File: src/rtl/core/assert_macros.svh
// Assertion macros shared by the RTL in this folder.
// Needs a clock named aclk and an active-low synchronous reset named aresetn in scope.
`ifndef ASSERT_MACROS_SVH
`define ASSERT_MACROS_SVH

// Checked on every rising edge of aclk, switched off while reset is held
`define WHP_ASSERT(lbl, prop, msg) \
    lbl: assert property (@(posedge aclk) disable iff (!aresetn) (prop)) else $error(msg);

// Checked on every rising edge of aclk, reset included
`define WHP_ASSERT_ALWAYS(lbl, prop, msg) \
    lbl: assert property (@(posedge aclk) (prop)) else $error(msg);

`endif

File: src/rtl/core/whp_pkg.sv
// Package for the WAVE header parser: parse phases, status codes, chunk tags.
// No dependencies.
package whp_pkg;

    typedef enum logic [2:0] {
        PH_IDLE   = 3'd0,
        PH_HEADER = 3'd1,
        PH_CHUNK  = 3'd2,
        PH_FMT    = 3'd3,
        PH_SKIP   = 3'd4,
        PH_DONE   = 3'd5
    } phase_t;

    typedef enum logic [2:0] {
        ST_OK        = 3'd0,
        ST_BAD_MAGIC = 3'd1,
        ST_TRUNC     = 3'd2,
        ST_NOT_PCM   = 3'd3,
        ST_SHORT_FMT = 3'd4
    } status_t;

    localparam logic [31:0] TAG_RIFF = 32'h5249_4646;
    localparam logic [31:0] TAG_WAVE = 32'h5741_5645;
    localparam logic [31:0] TAG_FMT  = 32'h666D_7420;
    localparam logic [31:0] TAG_DATA = 32'h6461_7461;

    localparam logic [15:0] FMT_PCM     = 16'd1;
    localparam logic [31:0] FMT_MIN_LEN = 32'd16;

    // Result word layout
    localparam int unsigned RES_BITS  = 3 + 32 + 16 + 16 + 32 + 32;
    localparam int unsigned TDATA_W   = ((RES_BITS + 7) / 8) * 8;
    localparam int unsigned PAD_BITS  = TDATA_W - RES_BITS;

endpackage

File: src/rtl/core/wav_header_parser.sv
// WAVE header parser: byte in, at most one result per file, at the data chunk header or on an error.
// Latency: a result is registered on m_tdata in the cycle after the byte that causes it.
// Throughput: one byte per cycle while not held off; each byte updates the state registers on its transfer.
// Input is held off only while a result waits with m_tready low.
// Reset (aresetn low, synchronous) clears the phase to idle and the output to empty;
// after reset bytes are ignored until one arrives flagged as the first of a file.
`include "assert_macros.svh"

module wav_header_parser (
    input  logic                        aclk,
    input  logic                        aresetn,
    // byte stream in
    input  logic                        s_tvalid,
    output logic                        s_tready,
    input  logic [7:0]                  s_tdata,   // [7:0] data_byte
    input  logic                        s_tuser,   // first_byte
    input  logic                        s_tlast,   // last_byte
    // result out
    output logic                        m_tvalid,
    input  logic                        m_tready,
    // [2:0] status, [34:3] rate_hz, [50:35] sample_bits,
    // [66:51] channels, [98:67] data_start, [130:99] data_len, rest zero
    output logic [whp_pkg::TDATA_W-1:0] m_tdata
);
    import whp_pkg::*;

    // State registers
    phase_t        phase_reg, phase_next;
    logic [31:0]   pos_reg, pos_next;
    logic [3:0]    cnt_reg, cnt_next;
    logic [31:0]   tag_reg, tag_next;
    logic [31:0]   len_reg, len_next;
    logic [32:0]   skip_reg, skip_next;
    logic          fmt_seen_reg, fmt_seen_next;
    logic [15:0]   fmt_code_reg, fmt_code_next;
    logic [15:0]   chans_reg, chans_next;
    logic [31:0]   rate_reg, rate_next;
    logic [15:0]   bps_reg, bps_next;

    logic                m_tvalid_reg;
    logic [TDATA_W-1:0]  m_tdata_reg;

    // Current view of the state, with a first byte restarting the parse
    phase_t        cur_phase;
    logic [31:0]   cur_pos;
    logic [3:0]    cur_cnt;
    logic [31:0]   cur_tag;
    logic [31:0]   cur_len;
    logic          cur_fmt_seen;

    logic          in_xfer;
    logic          res_fire;
    status_t       res_status;
    logic          res_data;
    logic          hdr_done;
    logic          hdr_bad;
    logic          chk_done;
    logic          fmt_done;
    logic [32:0]   skip_dec;
    logic [7:0]    b;
    logic [RES_BITS-1:0] res_word;
    logic          byte_dropped;

    assign in_xfer  = s_tvalid && s_tready;
    assign s_tready = !m_tvalid_reg || m_tready;
    assign b        = s_tdata;

    assign cur_phase    = s_tuser ? PH_HEADER : phase_reg;
    assign cur_pos      = s_tuser ? 32'd0 : pos_reg;
    assign cur_cnt      = s_tuser ? 4'd0  : cnt_reg;
    assign cur_tag      = s_tuser ? 32'd0 : tag_reg;
    assign cur_len      = s_tuser ? 32'd0 : len_reg;
    assign cur_fmt_seen = s_tuser ? 1'b0  : fmt_seen_reg;

    // Datapath: field assembly, counters and result
    always_comb begin
        pos_next      = pos_reg;
        cnt_next      = cnt_reg;
        tag_next      = tag_reg;
        len_next      = len_reg;
        skip_next     = skip_reg;
        fmt_seen_next = fmt_seen_reg;
        fmt_code_next = fmt_code_reg;
        chans_next    = chans_reg;
        rate_next     = rate_reg;
        bps_next      = bps_reg;
        hdr_done      = 1'b0;
        hdr_bad       = 1'b0;
        chk_done      = 1'b0;
        fmt_done      = 1'b0;
        res_fire      = 1'b0;
        res_data      = 1'b0;
        res_status    = ST_OK;
        skip_dec      = skip_reg;

        if (s_tuser) begin
            pos_next      = 32'd0;
            cnt_next      = 4'd0;
            tag_next      = 32'd0;
            len_next      = 32'd0;
            skip_next     = 33'd0;
            fmt_seen_next = 1'b0;
        end

        if (cur_phase != PH_IDLE && cur_phase != PH_DONE) begin
            pos_next = cur_pos + 32'd1;
            unique case (cur_phase)
                PH_HEADER: begin
                    tag_next = {cur_tag[23:0], b};
                    if (cur_cnt == 4'd3 && tag_next != TAG_RIFF) begin
                        len_next = 32'd1;
                    end
                    if (cur_cnt >= 4'd11) begin
                        hdr_done = 1'b1;
                        hdr_bad  = (len_next != 32'd0) || (tag_next != TAG_WAVE);
                        cnt_next = 4'd0;
                        if (hdr_bad) begin
                            res_fire   = 1'b1;
                            res_status = ST_BAD_MAGIC;
                        end
                    end else begin
                        cnt_next = cur_cnt + 4'd1;
                    end
                end
                PH_CHUNK: begin
                    if (cur_cnt < 4'd4) begin
                        tag_next = {cur_tag[23:0], b};
                    end else begin
                        len_next = {b, cur_len[31:8]};
                    end
                    if (cur_cnt >= 4'd7) begin
                        chk_done = 1'b1;
                        cnt_next = 4'd0;
                        if (tag_next == TAG_DATA) begin
                            res_fire   = 1'b1;
                            res_data   = 1'b1;
                            res_status = (cur_fmt_seen && fmt_code_reg == FMT_PCM) ?
                                         ST_OK : ST_NOT_PCM;
                        end else if (tag_next == TAG_FMT) begin
                            if (len_next < FMT_MIN_LEN) begin
                                res_fire   = 1'b1;
                                res_status = ST_SHORT_FMT;
                            end else begin
                                skip_next = {1'b0, len_next} - {1'b0, FMT_MIN_LEN}
                                          + {32'd0, len_next[0]};
                            end
                        end else begin
                            skip_next = {1'b0, len_next} + {32'd0, len_next[0]};
                        end
                    end else begin
                        cnt_next = cur_cnt + 4'd1;
                    end
                end
                PH_FMT: begin
                    // keep format code, channels, rate and bits per sample bytes
                    unique case (cur_cnt)
                        4'd0:    fmt_code_next[7:0]  = b;
                        4'd1:    fmt_code_next[15:8] = b;
                        4'd2:    chans_next[7:0]     = b;
                        4'd3:    chans_next[15:8]    = b;
                        4'd4:    rate_next[7:0]      = b;
                        4'd5:    rate_next[15:8]     = b;
                        4'd6:    rate_next[23:16]    = b;
                        4'd7:    rate_next[31:24]    = b;
                        4'd14:   bps_next[7:0]       = b;
                        4'd15:   bps_next[15:8]      = b;
                        default: ;
                    endcase
                    if (cur_cnt == 4'd15) begin
                        fmt_done      = 1'b1;
                        fmt_seen_next = 1'b1;
                        cnt_next      = 4'd0;
                    end else begin
                        cnt_next = cur_cnt + 4'd1;
                    end
                end
                PH_SKIP: begin
                    if (skip_reg != 33'd0) begin
                        skip_dec = skip_reg - 33'd1;
                    end
                    skip_next = skip_dec;
                    if (skip_dec == 33'd0) begin
                        cnt_next = 4'd0;
                    end
                end
                default: ;
            endcase

            if (!res_fire && s_tlast) begin
                res_fire   = 1'b1;
                res_status = ST_TRUNC;
            end
        end
    end

    // Next phase
    always_comb begin
        phase_next = s_tuser ? PH_HEADER : phase_reg;
        priority if (cur_phase == PH_IDLE || cur_phase == PH_DONE) begin
            phase_next = cur_phase;
        end else if (res_fire) begin
            phase_next = PH_DONE;
        end else begin
            unique case (cur_phase)
                PH_HEADER: if (hdr_done) begin
                    phase_next = PH_CHUNK;
                end
                PH_CHUNK: if (chk_done) begin
                    if (tag_next == TAG_FMT) begin
                        phase_next = PH_FMT;
                    end else if (skip_next != 33'd0) begin
                        phase_next = PH_SKIP;
                    end else begin
                        phase_next = PH_CHUNK;
                    end
                end
                PH_FMT: if (fmt_done) begin
                    phase_next = (skip_reg != 33'd0) ? PH_SKIP : PH_CHUNK;
                end
                PH_SKIP: if (skip_dec == 33'd0) begin
                    phase_next = PH_CHUNK;
                end
                default: phase_next = cur_phase;
            endcase
        end
    end

    // Result word; fields from fmt only when the data header was reached
    always_comb begin
        res_word = '0;
        res_word[2:0] = res_status;
        if (res_data) begin
            if (cur_fmt_seen) begin
                res_word[34:3]  = rate_reg;
                res_word[50:35] = bps_reg;
                res_word[66:51] = chans_reg;
            end
            res_word[98:67]  = pos_next;
            res_word[130:99] = len_next;
        end
    end

    // Parse state, updated on each input transfer
    always_ff @(posedge aclk) begin
        if (!aresetn) begin
            phase_reg    <= PH_IDLE;
            pos_reg      <= 32'd0;
            cnt_reg      <= 4'd0;
            tag_reg      <= 32'd0;
            len_reg      <= 32'd0;
            skip_reg     <= 33'd0;
            fmt_seen_reg <= 1'b0;
        end else if (in_xfer) begin
            phase_reg    <= phase_next;
            pos_reg      <= pos_next;
            cnt_reg      <= cnt_next;
            tag_reg      <= tag_next;
            len_reg      <= len_next;
            skip_reg     <= skip_next;
            fmt_seen_reg <= fmt_seen_next;
        end
    end

    // fmt fields: payload only
    always_ff @(posedge aclk) begin
        if (in_xfer) begin
            fmt_code_reg <= fmt_code_next;
            chans_reg    <= chans_next;
            rate_reg     <= rate_next;
            bps_reg      <= bps_next;
        end
    end

    // Output register
    always_ff @(posedge aclk) begin
        if (!aresetn) begin
            m_tvalid_reg <= 1'b0;
        end else if (in_xfer && res_fire) begin
            m_tvalid_reg <= 1'b1;
        end else if (m_tready) begin
            m_tvalid_reg <= 1'b0;
        end
    end

    always_ff @(posedge aclk) begin
        if (in_xfer && res_fire) begin
            m_tdata_reg <= {{PAD_BITS{1'b0}}, res_word};
        end
    end

    assign m_tvalid = m_tvalid_reg;
    assign m_tdata  = m_tdata_reg;

    // Checks
    assign byte_dropped = in_xfer && !s_tuser && (phase_reg == PH_IDLE || phase_reg == PH_DONE);

    `WHP_ASSERT(a_result_ends_parse, $rose(m_tvalid_reg) |-> phase_reg == PH_DONE, "early result")
    `WHP_ASSERT(a_idle_ignores, byte_dropped |=> $stable(pos_reg), "byte counted while idle")
    `WHP_ASSERT(a_skip_nonzero, phase_reg == PH_SKIP |-> skip_reg != 33'd0, "empty skip")
    `WHP_ASSERT(a_chunk_count, phase_reg == PH_CHUNK |-> cnt_reg <= 4'd7, "chunk count range")

endmodule

File: config.mk
export PLATFORM = sky130hd
export DESIGN_NAME = wav_header_parser
export DESIGN_NICKNAME = d
export VERILOG_FILES = /design/src/rtl/core/whp_pkg.sv /design/src/rtl/core/wav_header_parser.sv
export VERILOG_INCLUDE_DIRS = /design/src /design/src/rtl/core
export SDC_FILE = /design/constraint.sdc
export NUM_CORES = 1
export LEC_CHECK = 0
export ABC_CLOCK_PERIOD_IN_PS = 18550
export BUFFER_PORTS_ARGS = -buffer_cell sky130_fd_sc_hd__clkbuf_2
export CORE_MARGIN = 4
export CORE_UTILIZATION = 45
export DETAILED_ROUTE_END_ITERATION = 7
export HOLD_SLACK_MARGIN = 0.15
export PLACE_DENSITY = 0.73
export SLEW_MARGIN = 30
export SYNTH_ARGS = -nofsm -noshare
export SYNTH_HDL_FRONTEND = slang
export SYNTH_SLANG_ARGS = --single-unit
File: constraint.sdc
create_clock -name aclk -period 18.55 [get_ports aclk]
set_input_delay 2.7825 -clock aclk [delete_from_list [all_inputs] [get_ports aclk]]
set_output_delay 2.7825 -clock aclk [all_outputs]
set_load 0.01 [all_outputs]
# Word-level counts from Yosys, hierarchy flattened
# Cells that the tools add are included.
[op_classes]
n_reduce_logical = 32
eq_ne = 21
mux = 85
n_addsub = 6
magnitude_cmp = 4
n_bitwise = 1
[op_table]
columns = ["cell", "count"]
rows = [
  ["2-to-1 mux 32 bit", 15],
  ["2-to-1 mux 33 bit", 11],
  ["one-hot mux 32 bit (2 select lines)", 2],
  ["equality test 32 x 31 -> 1 bit (second input constant)", 3],
  ["zero test 33 bit", 2],
  ["one-hot mux 33 bit (2 select lines)", 1],
  ["nonzero test 33 bit", 2],
  ["inequality test 32 x 31 -> 1 bit (second input constant)", 2],
  ["2-to-1 mux 3 bit", 14],
  ["AND reduction 4 bit", 10],
  ["adder 32 x 1 -> 33 bit", 1],
  ["adder 33 x 1 -> 33 bit", 1],
  ["subtractor 32 x 5 -> 33 bit (second input constant)", 1],
  ["subtractor 33 x 1 -> 33 bit (second input constant)", 1],
  ["adder 32 x 1 -> 32 bit (second input constant)", 1],
  ["less-than comparator 32 x 5 -> 1 bit (second input constant)", 1],
  ["nonzero test 32 bit", 1],
  ["2-to-1 mux 1 bit", 30],
  ["2-to-1 mux 4 bit", 6],
  ["equality test 16 x 1 -> 1 bit (second input constant)", 1],
  ["equality test 4 x 3 -> 1 bit (second input constant)", 4],
  ["one-hot mux 4 bit (4 select lines)", 1],
  ["one-hot mux 3 bit (4 select lines)", 1],
  ["equality test 4 x 2 -> 1 bit (second input constant)", 2],
  ["other kinds (23)", 35],
]
[word_totals]
inputBits = 14
register_bits = 349
output_inout_bits = 138
wordCells = 171

# Longest topological paths before layout
[logic_depth]
ltp_word = 20
mapped_depth = 25
depth_no_buf = 17

# Worst setup path before layout
# Ideal clock, no wire load.
[synth_path]
path_kind = "input to register"
from = "in s_tuser"
to = "reg m_tdata_reg[0], in the netlist m_tdata[0] (enable)"
arrival_ns = 10.934
cell_stages = 16
setup_time_ns = 0.623
required_time_ns = 17.927
n_path_buf = 5
path_slack_ns = 6.993
path_cell_list = "inv_1 clkbuf_1 clkbuf_1 buf_1 clkbuf_1 nand2_1 inv_1 ha_1 a21oi_1 nor2_1 buf_2 nand2_1 a21oi_1 nor2_1 nor2b_1 nor2_1"
[synth_between]
elab_chain_cells = 17
elab_cells_between_ends = 43
cone_classes = "order compare (4); eq/ne (8); mux (23); reduce/logical (8)"
[synth_lines]
columns = ["item", "line", "rtl"]
rows = [
  ["start, declared", "wav_header_parser.sv:16", "input logic s_tuser,"],
  ["2-to-1 mux 4 bit or 2-to-1 mux 32 bit (tied branches)", "wav_header_parser.sv:70, wav_header_parser.sv:96", ""],
  ["less-than comparator 4 x 3 -> 1 bit, or another cell as far along", "wav_header_parser.sv:126", "if (cur_cnt < 4'd4) begin"],
  ["2-to-1 mux 32 bit or logical AND 1 bit (tied branches)", "wav_header_parser.sv:126, wav_header_parser.sv:110", ""],
  ["2-to-1 mux 32 bit (on tied branches)", "wav_header_parser.sv:107, wav_header_parser.sv:110", ""],
  ["2-to-1 mux 32 bit (on tied branches)", "wav_header_parser.sv:105, wav_header_parser.sv:107", ""],
  ["less-than comparator 32 x 5 -> 1 bit or 2-to-1 mux 32 bit (tied branches)", "wav_header_parser.sv:140, wav_header_parser.sv:105", ""],
  ["2-to-1 mux 1 bit or nonzero test 32 bit (tied branches)", "wav_header_parser.sv:140, wav_header_parser.sv:115", ""],
  ["2-to-1 mux 1 bit or logical OR 1 bit (tied branches)", "wav_header_parser.sv:139, wav_header_parser.sv:115", ""],
  ["2-to-1 mux 1 bit (on tied branches)", "wav_header_parser.sv:134, wav_header_parser.sv:117", ""],
  ["2-to-1 mux 1 bit (on tied branches)", "wav_header_parser.sv:131, wav_header_parser.sv:113", ""],
  ["one-hot mux 1 bit (2 select lines)", "wav_header_parser.sv:107", "unique case (cur_phase)"],
  ["2-to-1 mux 1 bit", "wav_header_parser.sv:105", "if (cur_phase != PH_IDLE && cur_phase != PH_DONE) begin"],
  ["zero test 1 bit", "wav_header_parser.sv:189", "if (!res_fire && s_tlast) begin"],
  ["logical AND 1 bit", "wav_header_parser.sv:189", ""],
  ["2-to-1 mux 1 bit", "wav_header_parser.sv:189", ""],
  ["2-to-1 mux 1 bit (*)", "wav_header_parser.sv:105", ""],
  ["logical AND 1 bit (*)", "wav_header_parser.sv:286", "if (in_xfer && res_fire) begin"],
  ["end signal, assigned", "wav_header_parser.sv:287", "m_tdata_reg <= {{PAD_BITS{1'b0}}, res_word};"],
  ["end, declared", "wav_header_parser.sv:41", "logic [TDATA_W-1:0] m_tdata_reg;"],
]
# Mark *: on every way between the ends. The rest lies on a longest branch, timed or not. The select of a mux whose other input is x is not followed.
# A chain may end at the register's enable or synchronous reset.

# Final worst setup path
[layout_path]
from = "in s_tuser"
to = "reg m_tdata_reg[105], in the netlist m_tdata[105] (enable)"
# The elaborated chain is that of the path after synthesis.

==> impl_metrics.yaml <==
cts:
  cts_root_buf: "clkbuf_16"
  htree_num_levels: 2
  post-cts-setup-buffer-count: 0
  cts_tree: "built"
  postCtsHoldBufs: 0
  clk_path_buf_depth: 3
  cts_resized: 0
  clock_sinks: 349
  clk_latency_ns: 0.58
  clk_pin_slew_ns: 0.06
  cts_inserted_buffers: 40
die:
  core-area_sq_mm: 0.0431
  die_y_um: 217
  initial_core_util: 0.456
  fp.dieW_um: 217
  dieArea_sq_mm: 0.0470
  num_rows: 76
  pin_count: 152
routing:
  dr_total_vias: 17500
  firstDrtPassIters: 6
  wl_per_cell_um: 22.8
  drt-total-wl_mm: 63.7
  drt_iter0_drc: 2099
  routed_via_density: 6.27
  drc: 0
  ant_nets: 0
setup_path:
  cp_slowest_cell: "nor4_2"
  path_common_cell: "buf_4"
  critical_path_arrival_ns: 8.05
  path_class: "in -> reg"
  cp_cell_sequence: "buf_4 > buf_4 > inv_1 > buf_4 > o21ai_0 > nor4_2 > and4_1 > nand3_1 > a21oi_1 > nor2_1 > nor2b_1 > nor2_4 > buf_4 > buf_6"
  cp.buffers_inverters: 6
  end_kind: "flop"
  cpPeakStageDelay_ns: 0.64
  worstPathMaxFanout: 79
  cp-start-kind: "primary input"
  cpLargestDelayFamily: "buffers and inverters"
  critical_path_required_ns: 18.75
synth:
  synth_top_cell_by_area: "edfxtp_1"
  yosysMostFrequentCell: "edfxtp_1"
  synthFlopType: "edfxtp_1"
  synth_common_cells: "edfxtp_1 (211), nand2_1 (203), nor2_1 (192)"
  yosys_warnings: 0
  post_synth_num_cell_types: 99
  synthCells: 2122
  ys_async_sr_fraction: 0
  synth_edf_count: 211
  syn_area_sq_mm: 0.0196
  synth-seq-cells: 349
  yosysSeqAreaShare: 0.463
  synth_area_leaders: "edfxtp_1 (32%), dfxtp_1 (14%), a22oi_1 (3.9%), nand2_1 (3.9%), nor2_1 (3.7%)"
  yosysTopAreaCellShare: 0.323
  syn_area_per_cell_sq_um: 9.25
pwr:
  power.internal_mw: 1.34
  clkPwrFrac: 0.432
  powerDensity_mw_per_mm2: 82.1
  power_frac_seq: 0.478
  comb_power_share: 0.091
  irDropWorstVdd_uv: 61.5
  design_power_total_mw: 1.80
  switching_share: 0.259
  p_switching_mw: 0.467
  leakage_nw: 7.67
timing:
  final.setup.worst_slack_ns: 10.70
  clock.fmax_ghz: 0.127
  fin_crit_sh: 0.423
  rsz0062_at_grt: "false"
  fin_skew_ns: 0.0295
  finalSetupViolCount: 0
  slew_violations: 0
  finalHoldViolations: 0
  worst_pin_slew_ns: 1.05
  relSlewSlack: 0.295
  period_minus_slack_ns: 7.85
  setup_tns_ns: 0
grt:
  grt_usage: 0.262
  overflow: 0
  grt_pass1_vias: 16400
  antenna_found_initial: 0
  grt_max_degree: 80
  grt_pass1_wl_mm: 98.8
status:
  status: "completed"
place:
  port_buffers: 146
  pre_cts_slack_ns: 10.02
  globalplace.congestion: 0.959
  dp_hpwl_mm: 43.7
layout:
  largest_reg_flops: 131
  syn_to_final_growth_pct: 12.0
  drive_gt1_frac: 0.139
  layout.nets: 2194
  diodes: 0
job:
  drv_cap: 0
min_path:
  min_path_type: "reg -> reg"
## power groups by stage
stage          Sequential (mW)  Combinational (mW)  Clock [mW]
6_report                 0.862               0.164       0.779
5_1_grt                  0.864               0.178       0.823
4_1_cts                  0.861               0.162       0.793
3_5_place_dp             0.878               0.162           0
3_3_place_gp             0.878               0.160           0
2_1_floorplan            0.881               0.100           0
## through the flow
stage | cells | hold slack, ns | instance area, sq um | utilization
2_1_floorplan | 2126 | 0.439 | 19600 | -
3_3_place_gp | 2714 | 0.449 | 20600 | 0.479
3_5_place_dp | 2714 | 0.458 | 20600 | 0.479
4_1_cts | 2788 | 0.464 | 21900 | 0.509
5_1_grt | 2789 | 0.493 | 22000 | 0.510
6_report | 2789 | 0.464 | 22000 | 0.510
## kinds of logic (layout without fill, tap and decap cells)
kind of cell | count (synthesis) | count (layout) | synth area share
AOI/OAI and AO/OA | 547 | 547 | 0.193
xor gates and xnor gates | 86 | 86 | 0.0384
adders and majority gates | 8 | 8 | 0.00510
buffers and inverters | 198 | 276 | 0.0444
DFF | 349 | 349 | 0.463
muxes | 14 | 14 | 0.00746
other | 1 | 5 | 0.000191
and+or+nand+nor | 919 | 919 | 0.248
## layout by cell type (no fill, tap or decap), drive strengths merged, types with 12 or more instances in the layout
master	n
nor3b	12
nand2b	16
and3	89
a22oi	103
mux2i	12
dfxtp	138
or4	16
clkbuf	197
o211a	25
o21ai	121
or3	20
a21boi	42
a211oi	12
xor2	33
o31ai	14
nor4b	13
nor2b	87
and2	19
edfxtp	211
buf	39
xnor2	53
nor3	61
nor2	193
inv	23
nand4	26
nand3	61
nor4	51
nand2	203
a21oi	93
a31oi	20
o22ai	15
## final timing paths
| check | start | endpoint | slack (ns) | cells past startpoint |
|---|---|---|---|---|
| setup / recovery | s_tuser | m_tdata[105] | 10.70 | 14 |
| hold / removal | tag_reg[31] | tag_reg[31] | 0.46 | 2 |
| setup reg to reg | cnt_reg[3] | phase_reg[1] | 12.87 | 19 |
| hold reg to reg | tag_reg[31] | tag_reg[31] | 0.46 | 2 |
## layout make-up
type                       count  area [sq um]
multi-input combinational   1579          9740
clock buffer                  53          1070
clock inverter                21           234
inverter                      19          71.3
tap                          585           732
fill                        3929         21100
sequential                   349          9100
timing repair buffer         183          1040
## tightest hold or removal path, cell delays in order, from the launching register on
cell	delay (ns)
dfxtp_1	0.31
nand2_1	0.05
a21boi_0	0.06
## metal layers
metal	GRT usage	routed length [um]	vias up
met2	0.428	29700	802
met1	0.362	27500	8511
met5	0	0	-
met4	0.0871	2280	0
li1	-	-	8010
met3	0.0359	4190	169
No activity file was read; power rests on OpenSTA's default activity.
